$ cat src/design/lmrf_pkg.sv
// ----------------------------------------------------------------------------
// lmrf_pkg
// Shared types and constants for the lane marking ridge filter.
// ----------------------------------------------------------------------------
package lmrf_pkg;

  localparam int MAX_ROW_WIDTH = 4096;
  localparam int MIN_ROW_WIDTH = 9;
  localparam int WIN_LEN       = 9;
  localparam int EDGE          = 4;
  localparam int FLUSH_LEN     = 4;

  localparam int WIDTH_W = 13;   // row width register
  localparam int COL_W   = 12;   // column index
  localparam int SUM_W   = 10;   // sum of three pixels
  localparam int CFG_W   = 13;   // widest register

  localparam logic [7:0] MASK_ALLOWED = 8'hFF;

  typedef enum logic [1:0] {
    REG_ROW_WIDTH        = 2'd0,
    REG_BALANCE_LIMIT    = 2'd1,
    REG_MIDDLE_MINIMUM   = 2'd2,
    REG_RESPONSE_MINIMUM = 2'd3
  } lmrf_reg_t;

  typedef struct packed {
    logic [7:0] pixel;
    logic [7:0] mask_byte;
  } lmrf_in_t;

  typedef struct packed {
    logic              lane_pixel;
    logic [COL_W-1:0]  column;
    logic              row_end;
  } lmrf_out_t;

  // Window stage record handed to the output sequencer.
  typedef struct packed {
    logic              valid;
    logic              has_dec;   // a decision is due for col
    logic              edge_ok;   // col lies inside the usable band
    logic              flush;     // pixel closes the row
    logic              mask_ok;
    logic [COL_W-1:0]  col;
    logic [SUM_W-1:0]  left_sum;
    logic [SUM_W-1:0]  mid_sum;
    logic [SUM_W-1:0]  right_sum;
  } lmrf_stage_t;

endpackage

$ cat src/design/lane_marking_ridge_filter.sv
// ----------------------------------------------------------------------------
// lane_marking_ridge_filter
// Path: the decision for column c is made from the window stage record that is
//   registered when the item for column c+4 is accepted, then the output register.
// Throughput: one item per cycle while the output is free; the item that ends a row
//   also yields four flush results, and input stalls while they go out (output port bound).
// Reset: synchronous, clears control and loads register reset values.
// ----------------------------------------------------------------------------
module lane_marking_ridge_filter
  import lmrf_pkg::*;
(
  input  logic             clk,
  input  logic             rst,
  input  logic             in_valid,
  output logic             in_ready,
  input  lmrf_in_t         in_item,
  output logic             out_valid,
  input  logic             out_ready,
  output lmrf_out_t        out_item,
  input  logic             cfg_write,
  input  logic [1:0]       cfg_index,
  input  logic [CFG_W-1:0] cfg_data
);

  // Configuration registers
  logic [WIDTH_W-1:0] row_width;
  logic [9:0]         balance_limit;
  logic [10:0]        middle_minimum;
  logic signed [11:0] response_minimum;

  logic [WIDTH_W-1:0] eff_width;
  lmrf_stage_t        stage;
  logic               stage_take;

  always_ff @(posedge clk) begin
    if (rst) begin
      row_width        <= WIDTH_W'(640);
      balance_limit    <= 10'd100;
      middle_minimum   <= 11'd400;
      response_minimum <= 12'sd200;
    end else if (cfg_write) begin
      unique case (lmrf_reg_t'(cfg_index))
        REG_ROW_WIDTH:        row_width        <= cfg_data[WIDTH_W-1:0];
        REG_BALANCE_LIMIT:    balance_limit    <= cfg_data[9:0];
        REG_MIDDLE_MINIMUM:   middle_minimum   <= cfg_data[10:0];
        REG_RESPONSE_MINIMUM: response_minimum <= $signed(cfg_data[11:0]);
      endcase
    end
  end

  // Row width saturated to the supported range
  always_comb begin
    priority if (row_width < WIDTH_W'(MIN_ROW_WIDTH)) begin
      eff_width = WIDTH_W'(MIN_ROW_WIDTH);
    end else if (row_width > WIDTH_W'(MAX_ROW_WIDTH)) begin
      eff_width = WIDTH_W'(MAX_ROW_WIDTH);
    end else begin
      eff_width = row_width;
    end
  end

  // Pixel chain: shifts one cell per accepted item, registers the three sums
  lmrf_window u_window (
    .clk       (clk),
    .rst       (rst),
    .in_valid  (in_valid),
    .in_ready  (in_ready),
    .in_item   (in_item),
    .eff_width (eff_width),
    .stage_take(stage_take),
    .stage     (stage)
  );

  // Decision, row-end flush burst, output register
  lmrf_out u_out (
    .clk             (clk),
    .rst             (rst),
    .stage           (stage),
    .balance_limit   (balance_limit),
    .middle_minimum  (middle_minimum),
    .response_minimum(response_minimum),
    .stage_take      (stage_take),
    .out_valid       (out_valid),
    .out_ready       (out_ready),
    .out_item        (out_item)
  );

endmodule

$ cat src/design/lmrf_cell.sv
// ----------------------------------------------------------------------------
// lmrf_cell
// One window cell: holds a pixel and its mask byte, loads from its neighbor (the head cell from the input).
// ----------------------------------------------------------------------------
module lmrf_cell
  import lmrf_pkg::*;
(
  input  logic       clk,
  input  logic       shift,
  input  logic [7:0] pix_in,
  input  logic [7:0] mask_in,
  output logic [7:0] pix,
  output logic [7:0] mask
);

  always_ff @(posedge clk) begin
    if (shift) begin
      pix  <= pix_in;
      mask <= mask_in;
    end
  end

endmodule

$ cat src/design/lmrf_window.sv
// ----------------------------------------------------------------------------
// lmrf_window
// Nine-cell pixel chain, column counter and the registered window sums.
// ----------------------------------------------------------------------------
module lmrf_window
  import lmrf_pkg::*;
(
  input  logic               clk,
  input  logic               rst,
  input  logic               in_valid,
  output logic               in_ready,
  input  lmrf_in_t           in_item,
  input  logic [WIDTH_W-1:0] eff_width,
  input  logic               stage_take,
  output lmrf_stage_t        stage
);

  logic [7:0]       cell_pix  [WIN_LEN];
  logic [7:0]       cell_mask [WIN_LEN];
  logic             accept;
  logic [COL_W-1:0] col_cnt;
  logic             row_done;

  assign in_ready = !stage.valid || stage_take;
  assign accept   = in_valid && in_ready;

  for (genvar i = 0; i < WIN_LEN; i++) begin : g_cell
    if (i == WIN_LEN - 1) begin : g_head
      lmrf_cell u_cell (
        .clk    (clk),
        .shift  (accept),
        .pix_in (in_item.pixel),
        .mask_in(in_item.mask_byte),
        .pix    (cell_pix[i]),
        .mask   (cell_mask[i])
      );
    end else begin : g_body
      lmrf_cell u_cell (
        .clk    (clk),
        .shift  (accept),
        .pix_in (cell_pix[i+1]),
        .mask_in(cell_mask[i+1]),
        .pix    (cell_pix[i]),
        .mask   (cell_mask[i])
      );
    end
  end

  // Row ends at the first column at or past width-1.
  assign row_done = {1'b0, col_cnt} >= (eff_width - WIDTH_W'(1));

  always_ff @(posedge clk) begin
    if (rst) begin
      col_cnt     <= '0;
      stage.valid <= 1'b0;
    end else begin
      if (accept) begin
        col_cnt     <= row_done ? '0 : col_cnt + COL_W'(1);
        stage.valid <= 1'b1;
      end else if (stage_take) begin
        stage.valid <= 1'b0;
      end
    end
    // Sums use the window as it stands after this shift.
    if (accept) begin
      stage.has_dec   <= col_cnt >= COL_W'(EDGE);
      stage.edge_ok   <= (col_cnt >= COL_W'(2 * EDGE)) && !row_done;
      stage.flush     <= row_done;
      stage.mask_ok   <= cell_mask[EDGE+1] == MASK_ALLOWED;
      stage.col       <= col_cnt - COL_W'(EDGE);
      stage.left_sum  <= SUM_W'(cell_pix[1]) + SUM_W'(cell_pix[2]) + SUM_W'(cell_pix[3]);
      stage.mid_sum   <= SUM_W'(cell_pix[4]) + SUM_W'(cell_pix[5]) + SUM_W'(cell_pix[6]);
      stage.right_sum <= SUM_W'(cell_pix[7]) + SUM_W'(cell_pix[8]) + SUM_W'(in_item.pixel);
    end
  end

  a_flush_has_dec: assert property (@(posedge clk) disable iff (rst)
    stage.valid && stage.flush |-> stage.has_dec)
    else $error("row end without a due decision");

  a_edge_needs_dec: assert property (@(posedge clk) disable iff (rst)
    stage.valid && stage.edge_ok |-> stage.has_dec && !stage.flush)
    else $error("edge band flag inconsistent");

  a_hold_when_stalled: assert property (@(posedge clk) disable iff (rst)
    stage.valid && !stage_take |=> stage.valid && $stable(stage.col))
    else $error("stage record lost while stalled");

endmodule

$ cat src/design/lmrf_out.sv
// ----------------------------------------------------------------------------
// lmrf_out
// Threshold decision, row-end flush burst and the output register.
// ----------------------------------------------------------------------------
module lmrf_out
  import lmrf_pkg::*;
(
  input  logic               clk,
  input  logic               rst,
  input  lmrf_stage_t        stage,
  input  logic [9:0]         balance_limit,
  input  logic [10:0]        middle_minimum,
  input  logic signed [11:0] response_minimum,
  output logic               stage_take,
  output logic               out_valid,
  input  logic               out_ready,
  output lmrf_out_t          out_item
);

  logic [2:0]         burst_cnt;
  logic [COL_W-1:0]   burst_col;
  logic               out_free;
  logic [SUM_W-1:0]   side_diff;
  logic signed [12:0] resp;
  logic               lane;
  logic               load_burst;
  logic               load_dec;

  assign out_free   = !out_valid || out_ready;
  assign stage_take = stage.valid && (burst_cnt == 3'd0) && out_free;
  assign load_burst = (burst_cnt != 3'd0) && out_free;
  assign load_dec   = stage_take && stage.has_dec;

  // |L - R| equals |right - left| of the raw sums
  assign side_diff = (stage.right_sum >= stage.left_sum) ?
                     stage.right_sum - stage.left_sum :
                     stage.left_sum - stage.right_sum;

  assign resp = $signed({2'b00, stage.mid_sum, 1'b0})
              - $signed({3'b000, stage.left_sum})
              - $signed({3'b000, stage.right_sum});

  assign lane = stage.edge_ok && stage.mask_ok
             && (side_diff <= balance_limit)
             && ({stage.mid_sum, 1'b0} >= middle_minimum)
             && (resp > 13'(response_minimum));

  always_ff @(posedge clk) begin
    if (rst) begin
      out_valid <= 1'b0;
      burst_cnt <= '0;
    end else begin
      if (load_burst) begin
        out_valid <= 1'b1;
        burst_cnt <= burst_cnt - 3'd1;
      end else if (load_dec) begin
        out_valid <= 1'b1;
        burst_cnt <= stage.flush ? 3'(FLUSH_LEN) : 3'd0;
      end else if (out_ready) begin
        out_valid <= 1'b0;
      end
    end
  end

  always_ff @(posedge clk) begin
    if (load_burst) begin
      out_item.lane_pixel <= 1'b0;
      out_item.column     <= burst_col;
      out_item.row_end    <= burst_cnt == 3'd1;
      burst_col           <= burst_col + COL_W'(1);
    end else if (load_dec) begin
      out_item.lane_pixel <= lane;
      out_item.column     <= stage.col;
      out_item.row_end    <= 1'b0;
      burst_col           <= stage.col + COL_W'(1);
    end
  end

  a_burst_start: assert property (@(posedge clk) disable iff (rst)
    load_dec && stage.flush |=> burst_cnt == 3'(FLUSH_LEN))
    else $error("flush burst not started");

  a_row_end_last: assert property (@(posedge clk) disable iff (rst)
    out_valid && out_item.row_end |-> burst_cnt == 3'd0 && !out_item.lane_pixel)
    else $error("row end item out of place");

  a_burst_range: assert property (@(posedge clk) disable iff (rst)
    burst_cnt <= 3'(FLUSH_LEN))
    else $error("burst count out of range");

endmodule
$ cat config.mk
export PLATFORM = sky130hd
export DESIGN_NAME = lane_marking_ridge_filter
export DESIGN_NICKNAME = d
export VERILOG_FILES = /design/src/design/lmrf_pkg.sv /design/src/design/lane_marking_ridge_filter.sv /design/src/design/lmrf_cell.sv /design/src/design/lmrf_window.sv /design/src/design/lmrf_out.sv
export SDC_FILE = /design/constraint.sdc
export NUM_CORES = 1
export LEC_CHECK = 0
export ABC_CLOCK_PERIOD_IN_PS = 9400
export BUFFER_PORTS_ARGS = -buffer_cell sky130_fd_sc_hd__buf_2
export CELL_PAD_IN_SITES_DETAIL_PLACEMENT = 1
export CELL_PAD_IN_SITES_GLOBAL_PLACEMENT = 1
export CORE_MARGIN = 5
export CORE_UTILIZATION = 45
export CTS_CLUSTER_DIAMETER = 120
export DETAILED_ROUTE_END_ITERATION = 12
export PLACE_DENSITY_LB_ADDON = 0.3
export SYNTH_ARGS = -nofsm -noshare
export SYNTH_HDL_FRONTEND = slang
export SYNTH_SLANG_ARGS = --single-unit
export TNS_END_PERCENT = 5
$ cat constraint.sdc
create_clock -name clk -period 9.4 [get_ports clk]
set_clock_uncertainty 0.05 [all_clocks]
set_input_delay 1.88 -clock clk [delete_from_list [all_inputs] [get_ports clk]]
set_output_delay 1.88 -clock clk [all_outputs]
set_load 0.01 [all_outputs]
==> qor.txt <==
Ys Warns -> 0
Crit path max fanout -> 6
# diodes -> 0
Setup Fix Bufs, Post-CTS -> 0
Initial Utilization -> 0.452
Iter 0 DRT Violations -> 394
Setup TNS -> 0 ps
Number of synthesized flops with an enable pin -> 167
# hold bufs at CTS -> 0
Yosys cell types -> 64
Area grow syn2layout -> 11.8%
# DRC -> 0
Clock Sinks -> 231
Seq/Total Area, Yosys -> 0.489
Share of layout cells above drive strength 1 -> 0.0824
Clk_lat worst skew -> 520 ps
Core area -> 28500 sq um
Clock slew at reported path FFs -> 60 ps
Status -> completed
Worst path buffer plus inverter count -> 0
FFs w/ async S/R, synth -> 0
DR WL/cell -> 18.4 microns
Pleak -> 0.00577 uW
Most used DFF post-synth -> edfxtp_1
Family with the most delay on the worst path -> compound AO/OA/AOI/OAI gates
Pin count of the biggest net entering global routing -> 86
Most frequent cell after synthesis -> edfxtp_1
Crit path required time -> 9790 ps
CTS Buf Count -> 27
Largest cells by area after synthesis -> edfxtp_1 (39%), ha_1 (14%), dfxtp_1 (9.9%)
Layout Nets -> 1444
Flops & latches, synth -> 231
Post-Syn Nets -> 1389
Final hold violations -> 0
Max IR drop VDD -> 0.211 mV
Hold slack final -> 360 ps
Cell Chain, Critical Path -> fa_1, nand2b_1, a21oi_1, o21a_1, nor2_1, xnor2_1, ha_1, or4_1, o221a_2, o21a_1, o21ai_0, nand2_1, xnor2_1, ha_1, and4_1, a31oi_1, o311ai_0, o31ai_1
Worst setup SP type -> flop
Die Height -> 179 microns
Max-Cap Viols -> 0
RSZ-0062 raised after global routing -> false
H-Tree Depth -> 1
DRT Pass-1 Iters -> 5
Fillers -> 3165
Setup violators final -> 0
Die area -> 32100 sq um
Gpl congestion -> 0.839
Root Driver -> clkbuf_16
Crit path max-delay cell type -> or4_1
Routed Antenna Nets -> 0
Critical path class -> flop to flop
Final worst path period share -> 0.484
Port Buffers -> 51
Arr. time, crit path -> 4940 ps
Avg Vias per Cell -> 5.47
Max stage delay on crit path -> 570 ps
Yosys top cell by area -> edfxtp_1
Worst Tran Pin Value -> 1140 ps
Die X-Extent -> 179 microns
Top cells by count, synth -> edfxtp_1 (167), ha_1 (141), nand2_1 (132)
Post-DP HPWL -> 23.0 mm
Min Tclk post-route -> 4550 ps
Post-CTS Resized -> 0
Top cell type's share of synthesized area -> 0.389
Initial antenna violation count -> 0
Final WL -> 30.5 mm
Worst Hold Class -> flop to flop
Via count -> 9083
CTS tree -> yes
Remaining Overflow, GRT -> 0
Max clock buf depth -> 3
Gr usage total -> 0.192
Max Fclk -> 0.220 GHz
First-pass GRT wire length -> 49.3 mm
Crit end category -> flop
Fin. max-slew vios -> 0
Number of global-route vias before repair -> 9438
Power per Cell Area -> 412 nW/um^2
Syn Std Cell Area -> 12900 sq um
IO Pins -> 52
Mapped Avg Cell Area -> 10.7 sq um
Row count -> 62
Mapped Cells -> 1202
Slew HR -> 0.239
==> worst register-to-register path, delay by kind of cell (launching register included) <==
kind / cells / cell delay, ps
AND/OR/NAND/NOR: 5 / 1100
XOR/XNOR: 2 / 260
AO/OA/AOI/OAI: 8 / 1570
flip-flops: 1 / 460
adder cells (fa/ha/maj): 3 / 1030
==> metrics by stage <==
step	area, sq um	instances	total power, uW	setup slack [ps]	util
after CTS	14400	1659	5980	4840	0.506
after global placement	13500	1612	4730	5030	0.475
after floorplan	12900	1202	4050	2650	-
after detailed placement	13500	1612	4890	4880	0.475
final	14400	1659	5940	4850	0.506
after global routing	14400	1659	6450	4540	0.506
==> layout make-up <==
cell class	instances	area (sq um)	area share
Inverter	81	309	0.0215
Clock buffer	39	761	0.0528
Sequential cell	231	6300	0.437
Timing Repair Buffer	53	270	0.0188
Tap cell	384	480	0.0334
Clock inverter	8	116	0.00808
Multi-Input combinational cell	863	6170	0.428
==> kinds of logic (layout without fill, tap and decap cells) <==
logic type,count (synthesis),after routing,share of synthesized area
AO/OA/AOI/OAI,260,260,0.126
multiplexers,12,12,0.00943
flip-flops,231,231,0.489
adder cells (fa/ha/maj),151,151,0.153
buffers and inverters,108,181,0.0322
AND/OR/NAND/NOR,351,351,0.130
XOR/XNOR,89,89,0.0605
==> power by group <==
group,total (uW),internal (uW),leakage (uW),switching (uW)
logic,3330,1440,0.00325,1890
registers,1570,1430,0.00209,139
clock network,1040,639,0.000429,400
total,5940,3510,0.00577,2430
==> final timing paths <==
path,slack (ps),from,to,cells after the start
worst max-delay path,4850,u_window.stage[21]$_DFFE_PP_,u_out.out_item[13]$_SDFFE_PP0P_,18
worst min-delay path,360,u_window.g_cell[8].g_head.u_cell.mask[1]$_DFFE_PP_,u_window.g_cell[7].g_body.u_cell.mask[1]$_DFFE_PP_,0
worst max register to register,4850,u_window.stage[21]$_DFFE_PP_,u_out.out_item[13]$_SDFFE_PP0P_,18
worst min register to register,360,u_window.g_cell[8].g_head.u_cell.mask[1]$_DFFE_PP_,u_window.g_cell[7].g_body.u_cell.mask[1]$_DFFE_PP_,0
==> layout by cell type, fill, tap and decap left out, drive strengths merged, types with 4 or more instances in the layout <==
| master | n |
|---|---|
| a211oi | 7 |
| clkinv | 4 |
| dfxtp | 64 |
| o22ai | 7 |
| clkbuf | 39 |
| edfxtp | 167 |
| or4 | 4 |
| a21oi | 107 |
| nor2b | 26 |
| a22o | 5 |
| buf | 53 |
| a21o | 28 |
| inv | 82 |
| nand2b | 16 |
| xnor2 | 55 |
| nand2 | 132 |
| a211o | 10 |
| nor4 | 6 |
| xor2 | 34 |
| a21boi | 4 |
| nor3 | 27 |
| nand3 | 15 |
| o21ai | 38 |
| nor2 | 75 |
| fa | 10 |
| or3 | 5 |
| o41ai | 4 |
| nor4b | 4 |
| and3 | 7 |
| nand3b | 6 |
| mux2i | 11 |
| o21a | 11 |
| or2 | 7 |
| ha | 141 |
| a31oi | 10 |
| nand4 | 11 |
| o211ai | 4 |
==> registers in the layout (all words and copies together) (netlist names), 10 cells and up <==
name,cells
response_minimum,12
middle_minimum,11
u_window.g_cell.g_body.u_cell.pix,56
u_out.out_item,14
row_width,13
u_window.g_cell.g_body.u_cell.mask,24
u_window.col_cnt,12
balance_limit,10
u_window.stage,47
u_out.burst_col,12
==> layer usage <==
metal  vias up  wire length [microns]  GRT usage
met2       143                  14600      0.327
met3        39                   1050     0.0228
met1      4462                  14400      0.266
met4         0                    518     0.0400
met5         -                      0          0
li1       4439                      -          -
Note: power is estimated with default switching activity, not from simulation.
